==> src/design/pid_setpoint_with_antiwindup_assert.svh <==
// Assertion macros for the set-point controller.
// Used by the top level only; depends on nothing else.
`ifndef PID_SETPOINT_WITH_ANTIWINDUP_ASSERT_SVH
`define PID_SETPOINT_WITH_ANTIWINDUP_ASSERT_SVH

// Same-cycle implication, quiet while reset is asserted.
`define PIDSAW_ASSERT_NOW(label, clk, rst_n, ante, cons, msg) \
    label: assert property (@(posedge clk) disable iff (!rst_n) (ante) |-> (cons)) \
        else $error(msg);

// Next-cycle implication, quiet while reset is asserted.
`define PIDSAW_ASSERT_NEXT(label, clk, rst_n, ante, cons, msg) \
    label: assert property (@(posedge clk) disable iff (!rst_n) (ante) |=> (cons)) \
        else $error(msg);

`endif

==> src/design/pidsaw_pkg.sv <==
// Shared types and constants for the set-point controller.
// No dependencies; used by every module of the block.
`default_nettype none

package pidsaw_pkg;

    // Run modes.
    localparam logic [1:0] MODE_FREE   = 2'd0;
    localparam logic [1:0] MODE_FOLLOW = 2'd1;
    localparam logic [1:0] MODE_MASTER = 2'd2;

    // Register indexes on the configuration port.
    localparam int          CFG_IDX_W        = 3;
    localparam int          CFG_DATA_W       = 16;
    localparam logic [2:0]  REG_RUN_MODE     = 3'd0;
    localparam logic [2:0]  REG_TARGET_TEMP  = 3'd1;
    localparam logic [2:0]  REG_GAIN_P       = 3'd2;
    localparam logic [2:0]  REG_GAIN_I       = 3'd3;
    localparam logic [2:0]  REG_GAIN_D       = 3'd4;
    localparam logic [2:0]  REG_INT_BAND     = 3'd5;
    localparam logic [2:0]  REG_SET_FLOOR    = 3'd6;
    localparam logic [2:0]  REG_SET_CEILING  = 3'd7;

    // Reset values of the registers.
    localparam logic signed [15:0] RST_TARGET_TEMP = 16'sd10240;
    localparam logic [14:0]        RST_INT_BAND    = 15'd256;
    localparam logic signed [15:0] RST_SET_FLOOR   = 16'sd2048;
    localparam logic signed [15:0] RST_SET_CEILING = 16'sd15360;

    // Defaults for the top-level parameters.
    localparam int UPDATE_PERIOD_DEF     = 60;
    localparam int SATURATION_MARGIN_DEF = 1024;

    typedef struct packed {
        logic [1:0]        run_mode;
        logic signed [15:0] target_temp;
        logic signed [15:0] gain_p;
        logic signed [15:0] gain_i;
        logic signed [15:0] gain_d;
        logic [14:0]        integral_band;
        logic signed [15:0] setting_floor;
        logic signed [15:0] setting_ceiling;
    } cfg_t;

endpackage

`default_nettype wire

==> src/design/pid_setpoint_with_antiwindup.sv <==
// Set-point controller with integrator anti-windup, top level; uses pidsaw_pkg,
// pidsaw_cfg, pidsaw_integ, pidsaw_terms and the assertion macro header.
// A beat passes through the input register, stages B and C and the output register.
// Throughput: one beat per cycle; the four-register pipeline stalls only when
// the output register is full and not being drained.
// Reset (rst_n, asynchronous, active low) empties the pipeline, clears the
// integral and the tick, and loads the register defaults.
`default_nettype none
`include "pid_setpoint_with_antiwindup_assert.svh"

module pid_setpoint_with_antiwindup #(
    parameter int UPDATE_PERIOD     = pidsaw_pkg::UPDATE_PERIOD_DEF,
    parameter int SATURATION_MARGIN = pidsaw_pkg::SATURATION_MARGIN_DEF
) (
    input  wire logic                               clk,
    input  wire logic                               rst_n,
    input  wire logic                               cfg_we,
    input  wire logic [pidsaw_pkg::CFG_IDX_W-1:0]   cfg_index,
    input  wire logic [pidsaw_pkg::CFG_DATA_W-1:0]  cfg_data,
    input  wire logic                               in_valid,
    output logic                                    in_ready,
    input  wire logic signed [15:0]                 vessel_temp,
    input  wire logic signed [15:0]                 vessel_slope,
    input  wire logic signed [15:0]                 chamber_temp,
    input  wire logic signed [15:0]                 chamber_target,
    output logic                                    out_valid,
    input  wire logic                               out_ready,
    output logic signed [15:0]                      suggested_setting,
    output logic                                    free_riding
);

    // Pipeline overview:
    //   stage A  input register, holds the raw beat;
    //   stage B  error, free-ride flag and the integral seen by this beat
    //            (the integrator state moves as a beat passes from A to B);
    //   stage C  the three gain products, already scaled back to 7.9;
    //   output   sum of target and terms, clamped to the setting limits.
    // Each stage advances when the one after it is empty or advancing, so
    // the ready chain runs back from out_ready to in_ready.

    pidsaw_pkg::cfg_t cfg;

    pidsaw_cfg u_cfg (
        .clk       (clk),
        .rst_n     (rst_n),
        .cfg_we    (cfg_we),
        .cfg_index (cfg_index),
        .cfg_data  (cfg_data),
        .cfg       (cfg)
    );

    // Valid bits of the stages.
    logic a_valid_reg, a_valid_next;
    logic b_valid_reg, b_valid_next;
    logic c_valid_reg, c_valid_next;
    logic o_valid_reg, o_valid_next;

    logic en_a, en_b, en_c, en_o;

    always_comb
    begin
        en_o = !o_valid_reg || out_ready;
        en_c = !c_valid_reg || en_o;
        en_b = !b_valid_reg || en_c;
        en_a = !a_valid_reg || en_b;

        a_valid_next = en_a ? in_valid    : a_valid_reg;
        b_valid_next = en_b ? a_valid_reg : b_valid_reg;
        c_valid_next = en_c ? b_valid_reg : c_valid_reg;
        o_valid_next = en_o ? c_valid_reg : o_valid_reg;
    end

    always_ff @(posedge clk or negedge rst_n)
    begin
        if (!rst_n)
        begin
            a_valid_reg <= 1'b0;
            b_valid_reg <= 1'b0;
            c_valid_reg <= 1'b0;
            o_valid_reg <= 1'b0;
        end
        else
        begin
            a_valid_reg <= a_valid_next;
            b_valid_reg <= b_valid_next;
            c_valid_reg <= c_valid_next;
            o_valid_reg <= o_valid_next;
        end
    end

    assign in_ready  = en_a;
    assign out_valid = o_valid_reg;

    // Stage A: the input register.
    logic signed [15:0] vt_a_reg;
    logic signed [15:0] slope_a_reg;
    logic signed [15:0] ch_temp_a_reg;
    logic signed [15:0] ch_set_a_reg;

    always_ff @(posedge clk)
    begin
        if (in_valid && en_a)
        begin
            vt_a_reg      <= vessel_temp;
            slope_a_reg   <= vessel_slope;
            ch_temp_a_reg <= chamber_temp;
            ch_set_a_reg  <= chamber_target;
        end
    end

    // Stage A to B: error, mode decode and the integrator step. Modes other
    // than follower and master, the unused code included, mean free ride.
    logic signed [16:0] err_a;
    logic               free_a;
    logic               master_step;
    logic signed [31:0] integral_a;

    always_comb
    begin
        err_a       = 17'(cfg.target_temp) - 17'(vt_a_reg);
        free_a      = (cfg.run_mode != pidsaw_pkg::MODE_FOLLOW)
                   && (cfg.run_mode != pidsaw_pkg::MODE_MASTER);
        master_step = a_valid_reg && en_b && (cfg.run_mode == pidsaw_pkg::MODE_MASTER);
    end

    pidsaw_integ #(
        .UPDATE_PERIOD     (UPDATE_PERIOD),
        .SATURATION_MARGIN (SATURATION_MARGIN)
    ) u_integ (
        .clk            (clk),
        .rst_n          (rst_n),
        .step           (master_step),
        .err            (err_a),
        .chamber_temp   (ch_temp_a_reg),
        .chamber_target (ch_set_a_reg),
        .cfg            (cfg),
        .integral_now   (integral_a)
    );

    logic signed [16:0] err_b_reg;
    logic signed [15:0] slope_b_reg;
    logic signed [31:0] integral_b_reg;
    logic               free_b_reg;

    always_ff @(posedge clk)
    begin
        if (a_valid_reg && en_b)
        begin
            err_b_reg      <= err_a;
            slope_b_reg    <= slope_a_reg;
            integral_b_reg <= integral_a;
            free_b_reg     <= free_a;
        end
    end

    // Stage B to C: the three products.
    logic signed [23:0] p_c;
    logic signed [38:0] i_c;
    logic signed [22:0] d_c;
    logic               free_c;

    pidsaw_terms u_terms (
        .clk      (clk),
        .en       (b_valid_reg && en_c),
        .err      (err_b_reg),
        .slope    (slope_b_reg),
        .integral (integral_b_reg),
        .free     (free_b_reg),
        .cfg      (cfg),
        .p_term   (p_c),
        .i_term   (i_c),
        .d_term   (d_c),
        .free_out (free_c)
    );

    // Stage C to output: full-width sum and clamp. The floor test comes
    // first, so with the floor above the ceiling a low sum still gives the
    // floor.
    logic signed [40:0] sum_c;
    logic signed [15:0] setting_c;
    logic signed [15:0] setting_reg;
    logic               free_reg;

    always_comb
    begin
        sum_c = 41'(cfg.target_temp) + 41'(p_c) + 41'(i_c) + 41'(d_c);
        if (free_c)
            setting_c = '0;
        else if (sum_c < 41'(cfg.setting_floor))
            setting_c = cfg.setting_floor;
        else if (sum_c > 41'(cfg.setting_ceiling))
            setting_c = cfg.setting_ceiling;
        else
            setting_c = sum_c[15:0];
    end

    always_ff @(posedge clk)
    begin
        if (c_valid_reg && en_o)
        begin
            setting_reg <= setting_c;
            free_reg    <= free_c;
        end
    end

    assign suggested_setting = setting_reg;
    assign free_riding       = free_reg;

    // Checks on the pipeline control and on the free-ride result.
    `PIDSAW_ASSERT_NOW(a_stall_full, clk, rst_n, !in_ready,
        a_valid_reg && b_valid_reg && c_valid_reg && o_valid_reg && !out_ready,
        "input stalled while the pipeline has room")
    `PIDSAW_ASSERT_NEXT(a_c_held, clk, rst_n, c_valid_reg && o_valid_reg && !out_ready,
        c_valid_reg, "stage C beat lost during an output stall")
    `PIDSAW_ASSERT_NOW(a_free_zero, clk, rst_n, o_valid_reg && free_reg,
        setting_reg == '0, "free-ride beat carries a non-zero setting")

endmodule

`default_nettype wire

==> src/design/pidsaw_cfg.sv <==
// Configuration register file of the set-point controller.
// Depends on pidsaw_pkg for the register layout and reset values.
`default_nettype none

module pidsaw_cfg (
    input  wire logic                                clk,
    input  wire logic                                rst_n,
    input  wire logic                                cfg_we,
    input  wire logic [pidsaw_pkg::CFG_IDX_W-1:0]    cfg_index,
    input  wire logic [pidsaw_pkg::CFG_DATA_W-1:0]   cfg_data,
    output pidsaw_pkg::cfg_t                         cfg
);

    pidsaw_pkg::cfg_t cfg_reg;
    pidsaw_pkg::cfg_t cfg_next;

    always_comb
    begin
        cfg_next = cfg_reg;
        if (cfg_we)
        begin
            case (cfg_index)
                pidsaw_pkg::REG_RUN_MODE:    cfg_next.run_mode        = cfg_data[1:0];
                pidsaw_pkg::REG_TARGET_TEMP: cfg_next.target_temp     = cfg_data;
                pidsaw_pkg::REG_GAIN_P:      cfg_next.gain_p          = cfg_data;
                pidsaw_pkg::REG_GAIN_I:      cfg_next.gain_i          = cfg_data;
                pidsaw_pkg::REG_GAIN_D:      cfg_next.gain_d          = cfg_data;
                pidsaw_pkg::REG_INT_BAND:    cfg_next.integral_band   = cfg_data[14:0];
                pidsaw_pkg::REG_SET_FLOOR:   cfg_next.setting_floor   = cfg_data;
                pidsaw_pkg::REG_SET_CEILING: cfg_next.setting_ceiling = cfg_data;
                default:                     cfg_next = cfg_reg;
            endcase
        end
    end

    always_ff @(posedge clk or negedge rst_n)
    begin
        if (!rst_n)
        begin
            cfg_reg.run_mode        <= pidsaw_pkg::MODE_FREE;
            cfg_reg.target_temp     <= pidsaw_pkg::RST_TARGET_TEMP;
            cfg_reg.gain_p          <= '0;
            cfg_reg.gain_i          <= '0;
            cfg_reg.gain_d          <= '0;
            cfg_reg.integral_band   <= pidsaw_pkg::RST_INT_BAND;
            cfg_reg.setting_floor   <= pidsaw_pkg::RST_SET_FLOOR;
            cfg_reg.setting_ceiling <= pidsaw_pkg::RST_SET_CEILING;
        end
        else
        begin
            cfg_reg <= cfg_next;
        end
    end

    assign cfg = cfg_reg;

endmodule

`default_nettype wire

==> src/design/pidsaw_integ.sv <==
// Error integrator with anti-windup and the update tick.
// Depends on pidsaw_pkg for the configuration struct.
`default_nettype none

module pidsaw_integ #(
    parameter int UPDATE_PERIOD     = pidsaw_pkg::UPDATE_PERIOD_DEF,
    parameter int SATURATION_MARGIN = pidsaw_pkg::SATURATION_MARGIN_DEF
) (
    input  wire logic               clk,
    input  wire logic               rst_n,
    input  wire logic               step,
    input  wire logic signed [16:0] err,
    input  wire logic signed [15:0] chamber_temp,
    input  wire logic signed [15:0] chamber_target,
    input  wire pidsaw_pkg::cfg_t   cfg,
    output logic signed [31:0]      integral_now
);

    localparam int                     TICK_W    = $clog2(UPDATE_PERIOD + 1);
    localparam logic [TICK_W-1:0]      TICK_LAST = TICK_W'(UPDATE_PERIOD);
    localparam logic signed [17:0]     MARGIN    = 18'(SATURATION_MARGIN);
    localparam logic signed [33:0]     INT_MAX   = 34'sd2147483647;
    localparam logic signed [33:0]     INT_MIN   = -34'sd2147483648;

    logic [TICK_W-1:0]  tick_reg;
    logic [TICK_W-1:0]  tick_next;
    logic signed [31:0] integral_reg;
    logic signed [31:0] integral_next;

    logic signed [17:0] err_w;
    logic signed [17:0] err_abs;
    logic signed [17:0] set_w;
    logic signed [17:0] temp_w;
    logic signed [33:0] int_w;
    logic signed [33:0] sum;
    logic signed [31:0] sum_sat;
    logic               in_band;
    logic               same_sign;
    logic               hold;
    logic               update;

    always_comb
    begin
        err_w     = 18'(err);
        err_abs   = err[16] ? -err_w : err_w;
        in_band   = err_abs[16:0] < {2'b00, cfg.integral_band};
        same_sign = (err[16] == integral_reg[31]);
        set_w     = 18'(chamber_target);
        temp_w    = 18'(chamber_temp);

        // Hold the integral while the chamber is pinned at a limit, or lags
        // its setting by more than the margin in the direction of the error.
        hold = (chamber_temp == cfg.setting_ceiling)
            || (chamber_temp == cfg.setting_floor)
            || (err[16] && (set_w + MARGIN < temp_w))
            || (!err[16] && (err != '0) && (set_w - MARGIN > temp_w));

        int_w = 34'(integral_reg);
        if (!in_band)
            sum = int_w - 34'(integral_reg >>> 3);
        else if (!same_sign)
            sum = int_w + (34'(err) <<< 2);
        else if (!hold)
            sum = int_w + 34'(err);
        else
            sum = int_w;

        if (sum > INT_MAX)
            sum_sat = INT_MAX[31:0];
        else if (sum < INT_MIN)
            sum_sat = INT_MIN[31:0];
        else
            sum_sat = sum[31:0];

        update        = step && (tick_reg == TICK_LAST);
        integral_next = update ? sum_sat : integral_reg;

        tick_next = tick_reg;
        if (step)
            tick_next = (tick_reg == TICK_LAST) ? '0 : tick_reg + TICK_W'(1);
    end

    always_ff @(posedge clk or negedge rst_n)
    begin
        if (!rst_n)
        begin
            tick_reg     <= '0;
            integral_reg <= '0;
        end
        else
        begin
            tick_reg     <= tick_next;
            integral_reg <= integral_next;
        end
    end

    // The item that steps the integrator sees the freshly updated value.
    assign integral_now = integral_next;

endmodule

`default_nettype wire

==> src/design/pidsaw_terms.sv <==
// Product stage: proportional, integral and derivative terms.
// Depends on pidsaw_pkg for the configuration struct.
`default_nettype none

module pidsaw_terms (
    input  wire logic               clk,
    input  wire logic               en,
    input  wire logic signed [16:0] err,
    input  wire logic signed [15:0] slope,
    input  wire logic signed [31:0] integral,
    input  wire logic               free,
    input  wire pidsaw_pkg::cfg_t   cfg,
    output logic signed [23:0]      p_term,
    output logic signed [38:0]      i_term,
    output logic signed [22:0]      d_term,
    output logic                    free_out
);

    logic signed [32:0] prod_p;
    logic signed [47:0] prod_i;
    logic signed [31:0] prod_d;

    logic signed [23:0] p_reg;
    logic signed [38:0] i_reg;
    logic signed [22:0] d_reg;
    logic               free_reg;

    // Dropping the low nine bits is the arithmetic shift of the 7.9 format.
    always_comb
    begin
        prod_p = 33'(err) * 33'(cfg.gain_p);
        prod_i = 48'(integral) * 48'(cfg.gain_i);
        prod_d = 32'(slope) * 32'(cfg.gain_d);
    end

    always_ff @(posedge clk)
    begin
        if (en)
        begin
            p_reg    <= prod_p[32:9];
            i_reg    <= prod_i[47:9];
            d_reg    <= prod_d[31:9];
            free_reg <= free;
        end
    end

    assign p_term   = p_reg;
    assign i_term   = i_reg;
    assign d_term   = d_reg;
    assign free_out = free_reg;

endmodule

`default_nettype wire

==> config.mk <==
export PLATFORM = sky130hd
export DESIGN_NAME = pid_setpoint_with_antiwindup
export DESIGN_NICKNAME = d
export VERILOG_FILES = /design/src/design/pidsaw_pkg.sv /design/src/design/pid_setpoint_with_antiwindup.sv /design/src/design/pidsaw_cfg.sv /design/src/design/pidsaw_integ.sv /design/src/design/pidsaw_terms.sv
export VERILOG_INCLUDE_DIRS = /design/src /design/src/design
export SDC_FILE = /design/constraint.sdc
export NUM_CORES = 2
export LEC_CHECK = 0
export BUFFER_PORTS_ARGS = -buffer_cell sky130_fd_sc_hd__buf_4
export CAP_MARGIN = 15
export CORE_MARGIN = 2
export CORE_UTILIZATION = 55
export DETAILED_ROUTE_END_ITERATION = 10
export GPL_ROUTABILITY_DRIVEN = 1
export PLACE_DENSITY_LB_ADDON = 0.12
export RECOVER_POWER = 100
export SYNTH_ARGS = -nofsm -noshare
export SYNTH_HDL_FRONTEND = slang
export SYNTH_SLANG_ARGS = --single-unit
==> constraint.sdc <==
create_clock -name clk -period 16.4 [get_ports clk]
set_input_delay 3.28 -clock clk [delete_from_list [all_inputs] [get_ports clk]]
set_output_delay 3.28 -clock clk [all_outputs]
set_load 0.01 [all_outputs]
Yosys cells after proc, flatten, opt, wreduce, memory -nomap -nowiden
Cells that the tools add are included.
{"block": "totals", "output_inout_bits": 19, "input_bits": 88, "word_cells": 105, "regBits": 389}
{"block": "op_classes", "addsub": 11, "n_lt_le_gt_ge": 7, "n_mul": 3, "reduce_logical": 32, "n_eq_ne": 14, "n_mux": 10}
{"cell": "two-way mux 34 bit", "count": 3}
{"cell": "two-way mux 32 bit", "count": 3}
{"cell": "multiplier 32 x 16 -> 48 bit", "count": 1}
{"cell": "adder 40 x 23 -> 41 bit", "count": 1}
{"cell": "> comparator 41 x 16 -> 1 bit", "count": 1}
{"cell": "< comparator 41 x 16 -> 1 bit", "count": 1}
{"cell": "adder 25 x 39 -> 40 bit", "count": 1}
{"cell": "> comparator 34 x 32 -> 1 bit, second input constant", "count": 1}
{"cell": "< comparator 34 x 32 -> 1 bit, second input constant", "count": 1}
{"cell": "adder 32 x 17 -> 33 bit", "count": 1}
{"cell": "adder 32 x 19 -> 33 bit", "count": 1}
{"cell": "multiplier 17 x 16 -> 33 bit", "count": 1}
{"cell": "subtractor 32 x 29 -> 33 bit", "count": 1}
{"cell": "== test 16 bit", "count": 2}
{"cell": "multiplier 16 x 16 -> 32 bit", "count": 1}
{"cell": "two-way mux 16 bit", "count": 2}
{"cell": "adder 16 x 24 -> 25 bit", "count": 1}
{"cell": "adder 16 x 12 -> 17 bit, second input constant", "count": 1}
{"cell": "> comparator 17 x 16 -> 1 bit", "count": 1}
{"cell": "< comparator 17 x 15 -> 1 bit", "count": 1}
{"cell": "< comparator 17 x 16 -> 1 bit", "count": 1}
{"cell": "two-way mux 17 bit", "count": 1}
{"cell": "negation 17 bit", "count": 1}
{"cell": "nonzero test 17 bit", "count": 1}
{"cell": "17 further kinds", "count": 47}

Logic depth before layout (Yosys ltp)
{"block": "depth", "ltp_word": 12, "ltp_mapped": 31, "depth_no_buf": 30}

Hierarchy
Synthesis repeated with hierarchy kept, for this count alone.
{"block": "hier_totals", "hier_cells": 6763, "hier_area_um2": 64812.2}
{"mod": "pidsaw_terms", "cells_each": 4238, "n_inst": 1, "area_per_inst_um2": 39628.0}
{"mod": "pid_setpoint_with_antiwindup", "cells_each": 1078, "n_inst": 1, "area_per_inst_um2": 11851.4}
{"mod": "pidsaw_integ", "cells_each": 1199, "n_inst": 1, "area_per_inst_um2": 8822.2}
{"mod": "pidsaw_cfg", "cells_each": 248, "n_inst": 1, "area_per_inst_um2": 4510.6}

Worst setup path after synthesis
OpenSTA, ideal clock, no wires.
{"block": "synth_timing", "kind": "register to register", "startpoint": "reg u_cfg.cfg_reg (netlist bit u_cfg.cfg[110])", "endpoint": "reg setting_reg[10], in the netlist suggested_setting[10], data pin", "setup_time_ns": 0.275, "setup_slack_ns": 9.006, "arrival_time_ns": 7.120, "period_less_slack_ns": 7.394, "path_stages_with_launch": 29, "path_buffers": 2, "path_cell_list": "dfrtp_1 inv_1 fa_1 fa_1 inv_1 ha_1 a21o_1 a21o_1 a21oi_1 o21ai_0 a21o_1 a221o_1 and3b_1 o21a_1 o21a_1 o22ai_1 nand3b_1 o311ai_0 ha_1 and4_1 and4_1 nand3_1 o311ai_0 o21ai_0 o21a_1 clkbuf_1 buf_1 mux2i_1 a211oi_1"}
{"block": "synth_via", "elab_chain_cells": 6, "word_cells_on_any_way": 7}
{"item": "start, declared", "line_no": "pidsaw_cfg.sv:14", "rtl": "pidsaw_pkg::cfg_t cfg_reg;"}
{"item": "start signal, assigned", "line_no": "pidsaw_cfg.sv:51", "rtl": "cfg_reg <= cfg_next;"}
{"item": "adder 16 x 24 -> 25 bit (*)", "line_no": "pid_setpoint_with_antiwindup.sv:186", "rtl": "sum_c = 41'(cfg.target_temp) + 41'(p_c) + 41'(i_c) + 41'(d_c);"}
{"item": "adder 25 x 39 -> 40 bit (*)", "line_no": "pid_setpoint_with_antiwindup.sv:186"}
{"item": "adder 40 x 23 -> 41 bit (*)", "line_no": "pid_setpoint_with_antiwindup.sv:186"}
{"item": "> comparator 41 x 16 -> 1 bit", "line_no": "pid_setpoint_with_antiwindup.sv:191", "rtl": "else if (sum_c > 41'(cfg.setting_ceiling))"}
{"item": "two-way mux 16 bit", "line_no": "pid_setpoint_with_antiwindup.sv:191"}
{"item": "two-way mux 16 bit (*)", "line_no": "pid_setpoint_with_antiwindup.sv:189", "rtl": "else if (sum_c < 41'(cfg.setting_floor))"}
{"item": "end signal, assigned", "line_no": "pid_setpoint_with_antiwindup.sv:201", "rtl": "setting_reg <= setting_c;"}
{"item": "end, declared", "line_no": "pid_setpoint_with_antiwindup.sv:181", "rtl": "logic signed [15:0] setting_reg;"}
Every way passes the cells marked *; elsewhere a longest branch is shown, timed or not.
A chain may end at the register's enable or synchronous reset.

==> impl_metrics.tcl <==
set metrics [dict create \
    status "finished, violations left" \
    violations "capacitance limit, slew limit" \
    syn_avg_cell_area_um2 9.77 \
    clkTransAtPathRegs_ns 0.06 \
    clock-root-buffer "clkbuf_16" \
    grt_antenna_before_repair 9 \
    synth_cell_type_count 91 \
    die-area_um2 117000 \
    dieWidth_um 342 \
    clk_latency_ns 0.62 \
    cts_resized 0 \
    post-cts-setup-buffer-count 0 \
    syn_nets 8160 \
    holdWs_ns 0.418 \
    ys.flop_type "edfxtp_1" \
    track_usage 0.301 \
    grt_max_degree 77 \
    top_usage_layer "met2" \
    start_util 0.552 \
    largest_reg_flops 113 \
    cp_common_cell "clkbuf_1" \
    finalCritPeriodShare 0.667 \
    grt_pass1_wl_um 272000 \
    crit_path_end_kind "async pin" \
    cp.arrival_ns 10.64 \
    use_met1 0.421 \
    clockBufferDepth 3 \
    setup_viol 0 \
    vias 45300 \
    drt-pass1-iter-count 6 \
    first_global_vias 47900 \
    fmaxAchievable_mhz 91.5 \
    synthMuxAreaShare 0.0229 \
    startpoint "rst_n" \
    fin_ws_ns 5.47 \
    synthArstFlopShare 0.398 \
    dp_slack_ns 7.92 \
    synth-compound-area-share 0.0881 \
    core_area_um2 114000 \
    cts_made_buffers 44 \
    required_ns 16.10 \
    rsz0062_at_grt "false" \
    use_met3 0.0513 \
    synthSimpleGateAreaFrac 0.130 \
    cp_cell_sequence "clkbuf_1, clkbuf_1, clkbuf_1" \
    slew_viol_final 409 \
    tns_ns 0 \
    r2r_start "vt_a_reg[5]" \
    skew_ns 0.0354 \
    syn_inst 6438 \
    synth_area_um2 62900 \
    drc 0 \
    dp_hpwl_um 134000 \
    min_period_ns 10.93 \
    ys_seq_elements 389 \
    yosysSeqAreaShare 0.174 \
    cts_tree "built" \
    synthXorXnorAreaFrac 0.0387 \
    synth_top_family_by_area "adder cells" \
    ys_warn_count 0 \
    ioPinCount 107 \
    grt-ovfl-total 0 \
    criticalPathCategory "in2async" \
    relSlewSlack -2.23 \
    cp_slowest_cell "clkbuf_1" \
    placed_cell_area_um2 65200 \
    die-height_um 342 \
    fin_nets 8149 \
    drtIter0Drc 3170 \
    vias_per_cell 5.68 \
    start_kind "input pin" \
    io_buffers 106 \
    clock-sinks 389 \
    hold_viol 0 \
    worst_slew_pin_slew_ns 4.84 \
    drt_wl_total_um 170000 \
    synth-edff-count 234 \
    routedWlPerCell_um 21.4 \
    std_cell_rows 124 \
    drive_gt1_frac 0.0525 \
    drtAntennaViolNets 0 \
    cts_htree_levels 2 \
    gp_congestion 0.951 \
    max_stage_delay_ns 3.10 \
    syn2layout_area_growth_pct 5.80 \
    hold_class "reg2reg" \
    nFillCells 10000 \
    synth_fa_ha_area_frac 0.457 \
    worst-path-max-fanout 69 \
    hold_buffers 0 \
    grtUsageMet2 0.490 \
    fin_area_um2 66500 \
    drv_cap 8 \
    min-delay-start "slope_a_reg[8]" \
]
==> per-stage QoR <==
stage | cells | utilization
after floorplan | 6438 | -
after global placement | 7889 | 0.573
after detailed placement | 7891 | 0.573
after CTS | 7973 | 0.586
after global routing | 7975 | 0.584
final | 7979 | 0.584
==> kinds of logic after synthesis <==
family / Yosys count
AO/OA/AOI/OAI: 830
AND/OR/NAND/NOR: 1669
buffers and inverters: 1507
adder cells (fa/ha/maj): 1634
multiplexers: 131
flip-flops: 389
XOR/XNOR: 278
==> worst paths after layout <==
path / end / slack (ns) / depth (start not counted)
min in group asynchronous: u_integ.integral_reg[6] / 3.34 / 1
max: u_cfg.cfg[110] / 5.47 / 3
min reg2reg: slope_b_reg[8] / 0.42 / 0
min: slope_b_reg[8] / 0.42 / 0
max reg2reg: integral_b_reg[0] / 6.21 / 22
max in group clk: integral_b_reg[0] / 6.21 / 22
==> cell type report <==
class                      count  area, um2  area share
sequential                   389      10900       0.164
antenna                        4       10.0    0.000150
multi-input combinational   4542      46300       0.696
inverter                    1280       4800      0.0722
clock inverter                30        323     0.00485
timing repair buffer         170       1110      0.0166
tap                         1512       1890      0.0284
clock buffer                  52       1190      0.0179
==> worst max-delay path: cells and delay by family <==
family | cells | cell delay, ns
buf+inv | 3 | 7.19
==> layer usage <==
layer / wire length (um) / vias to the layer above
met2: 79200 / 1546
li1: - / 20400
met5: 60 / -
met1: 72700 / 23100
met4: 4810 / 10
met3: 13600 / 267
==> synth_stat cells, types with 55 or more instances <==
master,instances,area [um2]
a21o_1,124,931
a21oi_1,209,1050
and2_1,373,2330
clkbuf_1,222,833
dfrtp_1,147,3680
edfxtp_1,234,7030
fa_1,1104,22100
ha_1,530,6630
inv_1,1280,4800
mux2_2,102,1150
nand2_1,732,2750
nand2b_1,91,569
nor2_1,173,649
nor3_1,55,275
o21ai_0,157,786
xnor2_1,165,1450
xor2_1,113,990
==> cells in the final DEF (no fill, tap or decap), drive strengths merged, types with 92 or more instances in the layout <==
| master | netlist | final |
|---|---|---|
| mux2 | 102 | 102 |
| a21o | 124 | 124 |
| edfxtp | 234 | 234 |
| xnor2 | 165 | 165 |
| dfrtp | 147 | 147 |
| ha | 530 | 530 |
| nand2b | 92 | 92 |
| nor2 | 174 | 174 |
| a21oi | 209 | 209 |
| and2 | 375 | 375 |
| xor2 | 113 | 113 |
| clkbuf | 222 | 154 |
| inv | 1280 | 1285 |
| fa | 1104 | 1104 |
| o21ai | 160 | 160 |
| nand2 | 732 | 732 |
Power is not shown: default switching activity piles up to over one toggle a cycle in this logic, so the estimate is an artifact.
